--- src/rtl/tlg_pkg.sv ---
package tlg_pkg;

  // board limits
  localparam int MAX_WIDTH  = 64;
  localparam int MAX_HEIGHT = 64;

  // field and register widths
  localparam int ROW_W   = 64;
  localparam int CFG_W   = 7;
  localparam int OP_W    = 2;
  localparam int ROW_AW  = $clog2(MAX_HEIGHT);
  localparam int COL_AW  = $clog2(MAX_WIDTH);
  localparam int CNT_W   = ROW_AW + 1;

  // operation codes
  localparam logic [OP_W-1:0] OP_WRITE   = 2'd0;
  localparam logic [OP_W-1:0] OP_ADVANCE = 2'd1;
  localparam logic [OP_W-1:0] OP_READ    = 2'd2;

  // configuration register indexes
  localparam logic CFG_WIDTH  = 1'b0;
  localparam logic CFG_HEIGHT = 1'b1;

  typedef logic [ROW_W-1:0] row_t;

  // ones in the n lowest bits, n from 1 to ROW_W
  function automatic row_t low_mask(input logic [CFG_W-1:0] n);
    row_t m;
    m = ~row_t'(0);
    return m >> (CFG_W'(ROW_W) - n);
  endfunction

  // zero acts as one, above the limit acts as the limit
  function automatic logic [CFG_W-1:0] clamp_size(input logic [CFG_W-1:0] v,
                                                  input logic [CFG_W-1:0] top);
    logic [CFG_W-1:0] r;
    r = v;
    if (v == '0) r = CFG_W'(1);
    else if (v > top) r = top;
    return r;
  endfunction

endpackage

--- src/rtl/tlg_row_rule.sv ---
module tlg_row_rule import tlg_pkg::*; (
  input  row_t             up_row,
  input  row_t             cur_row,
  input  row_t             dn_row,
  input  logic [CFG_W-1:0] width_use,
  output row_t             next_row
);

  logic [CFG_W-1:0]  wm1_full;
  logic [COL_AW-1:0] wm1;
  row_t up_l, up_r, cur_l, cur_r, dn_l, dn_r, raw;

  assign wm1_full = width_use - CFG_W'(1);
  assign wm1      = wm1_full[COL_AW-1:0];

  // left neighbour vector, column 0 wraps to the last column in use
  function automatic row_t left_of(input row_t r, input logic [COL_AW-1:0] last);
    row_t v;
    v = r << 1;
    v[0] = r[last];
    return v;
  endfunction

  // right neighbour vector, the last column in use wraps to column 0
  function automatic row_t right_of(input row_t r, input logic [COL_AW-1:0] last);
    row_t v;
    v = r >> 1;
    for (int c = 0; c < ROW_W; c++) begin
      if (COL_AW'(c) == last) v[c] = r[0];
    end
    return v;
  endfunction

  assign up_l  = left_of(up_row, wm1);
  assign up_r  = right_of(up_row, wm1);
  assign cur_l = left_of(cur_row, wm1);
  assign cur_r = right_of(cur_row, wm1);
  assign dn_l  = left_of(dn_row, wm1);
  assign dn_r  = right_of(dn_row, wm1);

  // count eight neighbours per column and apply birth on three, survival on two or three
  always_comb begin
    logic [3:0] n;
    raw = '0;
    for (int c = 0; c < ROW_W; c++) begin
      n = {3'b0, up_l[c]} + {3'b0, up_row[c]} + {3'b0, up_r[c]}
        + {3'b0, cur_l[c]} + {3'b0, cur_r[c]}
        + {3'b0, dn_l[c]} + {3'b0, dn_row[c]} + {3'b0, dn_r[c]};
      raw[c] = (n == 4'd3) || (cur_row[c] && (n == 4'd2));
    end
  end

  assign next_row = raw & low_mask(width_use);

endmodule

--- config.mk ---
export PLATFORM = sky130hd
export DESIGN_NAME = tlg_row_rule
export DESIGN_NICKNAME = d
export VERILOG_FILES = /design/src/rtl/tlg_pkg.sv /design/src/rtl/tlg_row_rule.sv
export SDC_FILE = /design/constraint.sdc
export NUM_CORES = 1
export LEC_CHECK = 0
export BUFFER_PORTS_ARGS = -buffer_cell sky130_fd_sc_hd__buf_2
export CAP_MARGIN = 40
export CORE_MARGIN = 2
export CORE_UTILIZATION = 55
export DETAILED_ROUTE_END_ITERATION = 16
export GPL_TIMING_DRIVEN = 1
export PLACE_DENSITY = 0.82
export SETUP_SLACK_MARGIN = 0.3
export SLEW_MARGIN = 20
export SYNTH_ARGS = -nofsm -noshare
export SYNTH_HDL_FRONTEND = slang
export SYNTH_SLANG_ARGS = --single-unit
--- constraint.sdc ---
create_clock -name vclk -period 7.9
set_input_delay 1.58 -clock vclk [all_inputs]
set_output_delay 1.58 -clock vclk [all_outputs]
set_load 0.05 [all_outputs]
== Word-level counts from Yosys, hierarchy flattened ==
Cells that the tools add are included.

* Output and inout port bits: 64
* Input port bits: 199
* Word-level logic and storage cells: 971
* Register bits: 0

* $add $sub $neg: 450
* Shift-type cells: 1
* Mux-type cells: 198
* Reduce and logical (&&, ||, !) cells: 129
* Bitwise logic cells: 1
* Eq/ne operators: 191
* $lt $le $gt $ge: 1

{| class="wikitable"
|+ Operators by type and width
! cell !! number
|-
| $add 4x1->4 || 256
|-
| $eq 4x2->1 const B || 128
|-
| $add 3x1->4 || 64
|-
| $mux 1 || 195
|-
| $add 2x1->3 || 64
|-
| $eq 6x6->1 const A || 32
|-
| $add 1x1->2 || 64
|-
| $eq 5x6->1 const A || 16
|-
| $and 64x64->64 || 1
|-
| $logic_and 1x1->1 || 64
|-
| $logic_or 1x1->1 || 64
|-
| $shr 64x7->64 const A || 1
|-
| $eq 4x6->1 const A || 8
|-
| $eq 3x6->1 const A || 4
|-
| $bmux 1 s6 || 3
|-
| $eq 2x6->1 const A || 2
|-
| $lt 6x7->1 const B || 1
|-
| $sub 7x7->7 const A || 1
|-
| $eq 1x6->1 const A || 1
|-
| $logic_not 6->1 || 1
|-
| $sub 6x1->6 const B || 1
|}

== Depth between registers and ports, before layout ==
* Word-level depth: 14
* Mapped depth: 22
* Mapped depth without buffers: 17

== Worst setup path before layout ==
OpenSTA, ideal clock, no wires.

* Path kind: input-to-output
* From: input width_use[0]
* To: output next_row[54]
* Data arrival time: 7,520 ps
* Path buffers: 4
* Required time: 6,320 ps
* Slack: -1,200 ps
* Stages on the path: 19
* Cells stage by stage: buf_6 buf_4 buf_2 buf_2 inv_1 ha_1 nor3b_2 xor2_1 nand2_1 or3_4 mux2i_1 fa_1 inv_1 fa_1 ha_1 fa_1 o21ai_0 o21ai_0 nor4_1

* Cells in the longest elaborated chain, start to end: 13
* Elaborated cells on any way between the ends: 18
* Those cells by class: add/sub: 8; eq/ne: 3; shift: 1; mux: 3; bitwise: 1; reduce/logical: 2

{| class="wikitable"
|+ RTL lines
! element !! RTL line !! source
|-
| start, declared || tlg_row_rule.sv:5 || <nowiki>input logic [CFG_W-1:0] width_use,</nowiki>
|-
| $sub 6x1->6 || tlg_row_rule.sv:13 || <nowiki>assign wm1_full = width_use - CFG_W'(1);</nowiki>
|-
| $eq 6x6->1 || tlg_row_rule.sv:29 || <nowiki>if (COL_AW'(c) == last) v[c] = r[0];</nowiki>
|-
| $mux 1 || tlg_row_rule.sv:29 ||
|-
| $add 2x1->3 || tlg_row_rule.sv:46 || <nowiki>n = {3'b0, up_l[c]} + {3'b0, up_row[c]} + {3'b0, up_r[c]}</nowiki>
|-
| $add 3x1->4 || tlg_row_rule.sv:47 || <nowiki>+ {3'b0, cur_l[c]} + {3'b0, cur_r[c]}</nowiki>
|-
| $add 4x1->4 || tlg_row_rule.sv:47 ||
|-
| $add 4x1->4 (3 in series) || tlg_row_rule.sv:48 || <nowiki>+ {3'b0, dn_l[c]} + {3'b0, dn_row[c]} + {3'b0, dn_r[c]};</nowiki>
|-
| $eq 4x2->1 || tlg_row_rule.sv:49 || <nowiki>raw[c] = (n == 4'd3) || (cur_row[c] && (n == 4'd2));</nowiki>
|-
| $logic_and 1x1->1 || tlg_row_rule.sv:49 ||
|-
| $logic_or 1x1->1 || tlg_row_rule.sv:49 ||
|-
| $and 64x64->64 (*) || tlg_row_rule.sv:53 || <nowiki>assign next_row = raw & low_mask(width_use);</nowiki>
|-
| end, declared || tlg_row_rule.sv:6 || <nowiki>output row_t next_row</nowiki>
|}

Every way passes the cells marked *; elsewhere a longest branch is shown, timed or not.

== Final worst setup path ==
* From: input width_use[3]
* To: output next_row[9]

* Cells in the longest elaborated chain, start to end: 13
* Elaborated cells on any way between the ends: 18
* Those cells by class: add/sub: 8; eq/ne: 3; shift: 1; mux: 3; bitwise: 1; reduce/logical: 2

{| class="wikitable"
|+ RTL lines
! element !! RTL line
|-
| $sub 6x1->6 || tlg_row_rule.sv:13
|-
| $eq 4x6->1 || tlg_row_rule.sv:29
|-
| $mux 1 || tlg_row_rule.sv:29
|-
| $add 2x1->3 || tlg_row_rule.sv:46
|-
| $add 3x1->4 || tlg_row_rule.sv:47
|-
| $add 4x1->4 || tlg_row_rule.sv:47
|-
| $add 4x1->4 (3 in series) || tlg_row_rule.sv:48
|-
| $eq 4x2->1 || tlg_row_rule.sv:49
|-
| $logic_and 1x1->1 || tlg_row_rule.sv:49
|-
| $logic_or 1x1->1 || tlg_row_rule.sv:49
|-
| $and 64x64->64 (*) || tlg_row_rule.sv:53
|}

Marks and branches as above.

==> metrics.txt <==
# TYPE chip_impl_metric gauge
chip_impl_info{name="status",value="complete, no violations"} 1
chip_impl_metric{name="final-hold-violation-count",unit=""} 0
chip_impl_info{name="cp-end-kind",value="output pin"} 1
chip_impl_metric{name="holdWs",unit="ps"} 3690
chip_impl_metric{name="sequential_share_of_the_synthesized_area",unit="%"} 0
chip_impl_metric{name="drt-vias-per-instance",unit=""} 6.77
chip_impl_metric{name="filler_cell_count",unit=""} 1792
chip_impl_metric{name="total_negative_slack",unit="ps"} 0
chip_impl_metric{name="synth_compound_area_share",unit="%"} 11.5
chip_impl_metric{name="detailroute.wirelength.met3",unit="um"} 5810
chip_impl_metric{name="synth.net_count",unit=""} 2135
chip_impl_metric{name="area_delta_synth_final",unit="%"} 26.2
chip_impl_metric{name="synth_cell_types",unit=""} 46
chip_impl_info{name="final_cell_mix",value="252 x fa_1, 204 x buf_2, 200 x inv_1"} 1
chip_impl_metric{name="drv.max_cap_violation_count",unit=""} 0
chip_impl_info{name="cell_taking_the_most_area_after_synthesis",value="fa_1"} 1
chip_impl_metric{name="dieWidth",unit="um"} 169
chip_impl_metric{name="total_length_of_routed_wires",unit="um"} 52100
chip_impl_metric{name="route.detailed.wl_per_inst",unit="um"} 24.7
chip_impl_info{name="top_layer",value="met5"} 1
chip_impl_metric{name="avgSynthCellArea",unit="um^2"} 10.1
chip_impl_metric{name="leakage",unit="nW"} 8.65
chip_impl_metric{name="synth_adder_area_share",unit="%"} 51.0
chip_impl_metric{name="drive_above_1_share",unit="%"} 36.9
chip_impl_info{name="layout_commonest_cell",value="fa_1"} 1
chip_impl_metric{name="track_usage",unit="%"} 35.3
chip_impl_metric{name="synth_simple_gate_area_share",unit="%"} 8.46
chip_impl_metric{name="powerDensity",unit="nW/um^2"} 123
chip_impl_metric{name="pin_count_of_the_biggest_net_entering_global_routing",unit=""} 68
chip_impl_metric{name="multiplexer_fraction_of_the_synthesized_cell_area",unit="%"} 21.6
chip_impl_metric{name="port-buffer-count",unit=""} 263
chip_impl_metric{name="antenna_found_initial",unit=""} 12
chip_impl_metric{name="post-route-worst-setup-slack",unit="ps"} 176
chip_impl_info{name="critPathLaunchType",value="input pin"} 1
chip_impl_info{name="hold_path_class",value="input pin to output pin"} 1
chip_impl_info{name="post_synth_main_area_contributors",value="fa_1 34%, ha_1 17%, mux2i_1 9.2%"} 1
chip_impl_metric{name="post_cts_hold_fix_bufs",unit=""} 0
chip_impl_metric{name="cp.arrival",unit="ps"} 6140
chip_impl_metric{name="worst_vdd_drop",unit="mV"} 0.113
chip_impl_metric{name="layout.area.seq",unit="um^2"} 0
chip_impl_info{name="crit_type",value="input pin to output pin"} 1
chip_impl_metric{name="final-setup-viol-count",unit=""} 0
chip_impl_metric{name="period_needed",unit="ps"} 7720
chip_impl_metric{name="via_count",unit=""} 14300
chip_impl_metric{name="p_total",unit="W"} 0.00232
chip_impl_metric{name="gp_congestion",unit=""} 0.972
chip_impl_metric{name="finalCritPeriodShare",unit="%"} 97.8
chip_impl_metric{name="min_delay_path_depth",unit=""} 4
chip_impl_metric{name="place_ws",unit="ps"} -66.6
chip_impl_metric{name="cp.required",unit="ps"} 6320
chip_impl_metric{name="detailed_place_hpwl",unit="um"} 41100
chip_impl_info{name="rsz_0062_raised_after_global_routing",value="true"} 1
chip_impl_metric{name="global_route_wire_length_before_repair",unit="um"} 79200
chip_impl_metric{name="floorplan.initialDensity",unit="%"} 55.8
chip_impl_metric{name="netlist_area",unit="um^2"} 15000
chip_impl_metric{name="die_footprint",unit="um^2"} 28600
chip_impl_metric{name="clock_buffer_count",unit=""} 0
chip_impl_metric{name="yosysTopAreaCellShare",unit="%"} 34.2
chip_impl_metric{name="worst-path-max-fanout",unit=""} 6
chip_impl_metric{name="grt_remaining_overflow",unit=""} 0
chip_impl_metric{name="placeableCoreArea",unit="um^2"} 26800
chip_impl_metric{name="max_slew.worst_pin.slew",unit="ps"} 958
chip_impl_metric{name="design.seq.count",unit=""} 0
chip_impl_metric{name="drt-met1-wl",unit="um"} 18200
chip_impl_metric{name="detail_route.iter0.violations",unit=""} 1507
chip_impl_metric{name="post_synth_xor_area_fraction",unit="%"} 0.293
chip_impl_metric{name="synthesized_instance_count",unit=""} 1480
chip_impl_metric{name="max_clock_freq",unit="MHz"} 129
chip_impl_metric{name="floorplan.die.height",unit="um"} 169
chip_impl_info{name="dominant_combinational_cell_family_by_area_after_synthesis",value="adder cells"} 1
chip_impl_metric{name="route.antenna.remaining_nets",unit=""} 0
chip_impl_metric{name="dr_wl_met2",unit="um"} 24600
chip_impl_metric{name="number_of_ports_placed_on_the_die_boundary",unit=""} 263
chip_impl_metric{name="slew_headroom",unit="%"} 34.5
chip_impl_metric{name="num_rows",unit=""} 60
chip_impl_metric{name="first_pass_iters",unit=""} 6
chip_impl_metric{name="route.detailed.drc",unit=""} 0
chip_impl_metric{name="timing_max_transition_violations_final",unit=""} 0
chip_impl_metric{name="vias_in_the_first_global_route",unit=""} 14900
chip_impl_metric{name="yosys_warns",unit=""} 0
chip_impl_metric{name="final_net_count",unit=""} 2423
==> synthesized netlist by cell type, drive strengths merged, types with 2 or more instances <==
cell type	n
a2111oi	15
a211oi	38
a21oi	80
and2	3
and3	12
buf	20
clkbuf	47
fa	256
ha	200
inv	203
mux2	63
mux2i	138
mux4	48
nand2	22
nand2b	2
nand3	80
nor2	23
nor2b	2
nor3	54
nor4	3
o2111ai	9
o211ai	53
o21ai	71
o31ai	2
or3	22
or4	2
xnor2	3
xor2	2
==> where the power goes <==
group | total [W] | leakage, nW | internal (W) | switching, W
Combinational | 0.00232 | 8.65 | 0.000942 | 0.00138
Clock | 0.0000000000847 | 0.0000317 | 0.0000000000847 | 0
Sequential | 0 | 0 | 0 | 0
Total | 0.00232 | 8.65 | 0.000942 | 0.00138
==> path summary, 6_finish.rpt <==
| check | startpoint | to | slack (ps) |
|---|---|---|---|
| hold / removal | cur_row[56] | next_row[56] | 3690 |
| setup / recovery | width_use[3] | next_row[9] | 180 |
==> timing repair <==
item,4_1_cts,5_1_grt
resized for setup,90,169
endpoints found under the setup margin,57,64
gates cloned,2,4
buffers inserted,1,29
pin swaps,5,51
==> metal layers <==
layer	up-vias	GRT usage, %
met1	7086	44.6
met2	1012	57.5
met5	-	0
met4	14	18.7
met3	277	7.29
li1	5910	-
==> through the flow <==
stage	cells	instance area, um^2	util (%)
after floorplan	1480	15800	-
after global placement	2067	17600	65.7
final	2112	18900	70.5
after CTS	2073	18000	67.2
after detailed placement	2070	17600	65.8
after global routing	2109	18900	70.5
==> kinds of logic after synthesis <==
family          after synthesis
compound gates              273
mux                         249
xor+xnor                      5
simple gates                226
fa+ha+maj                   456
buf+inv                     271
==> final cells by class <==
class	count	area [um^2]	area share, %
Inverter	204	774	4.10
Antenna cell	5	12.5	0.0662
Timing Repair Buffer	351	2440	12.9
Multi-Input combinational cell	1211	15200	80.7
Tap cell	341	427	2.26
==> worst max-delay path, stage by stage <==
cell	delay [ps]
buf_2	160
or4_4	600
o21ai_4	240
nand2_8	120
buf_12	160
buf_4	140
nor3_4	250
mux2i_2	310
fa_1	460
inv_1	100
fa_1	420
ha_1	230
fa_1	410
o21ai_1	170
o211ai_1	240
a211oi_4	350
buf_6	210
(Power assumes the default switching activity.)
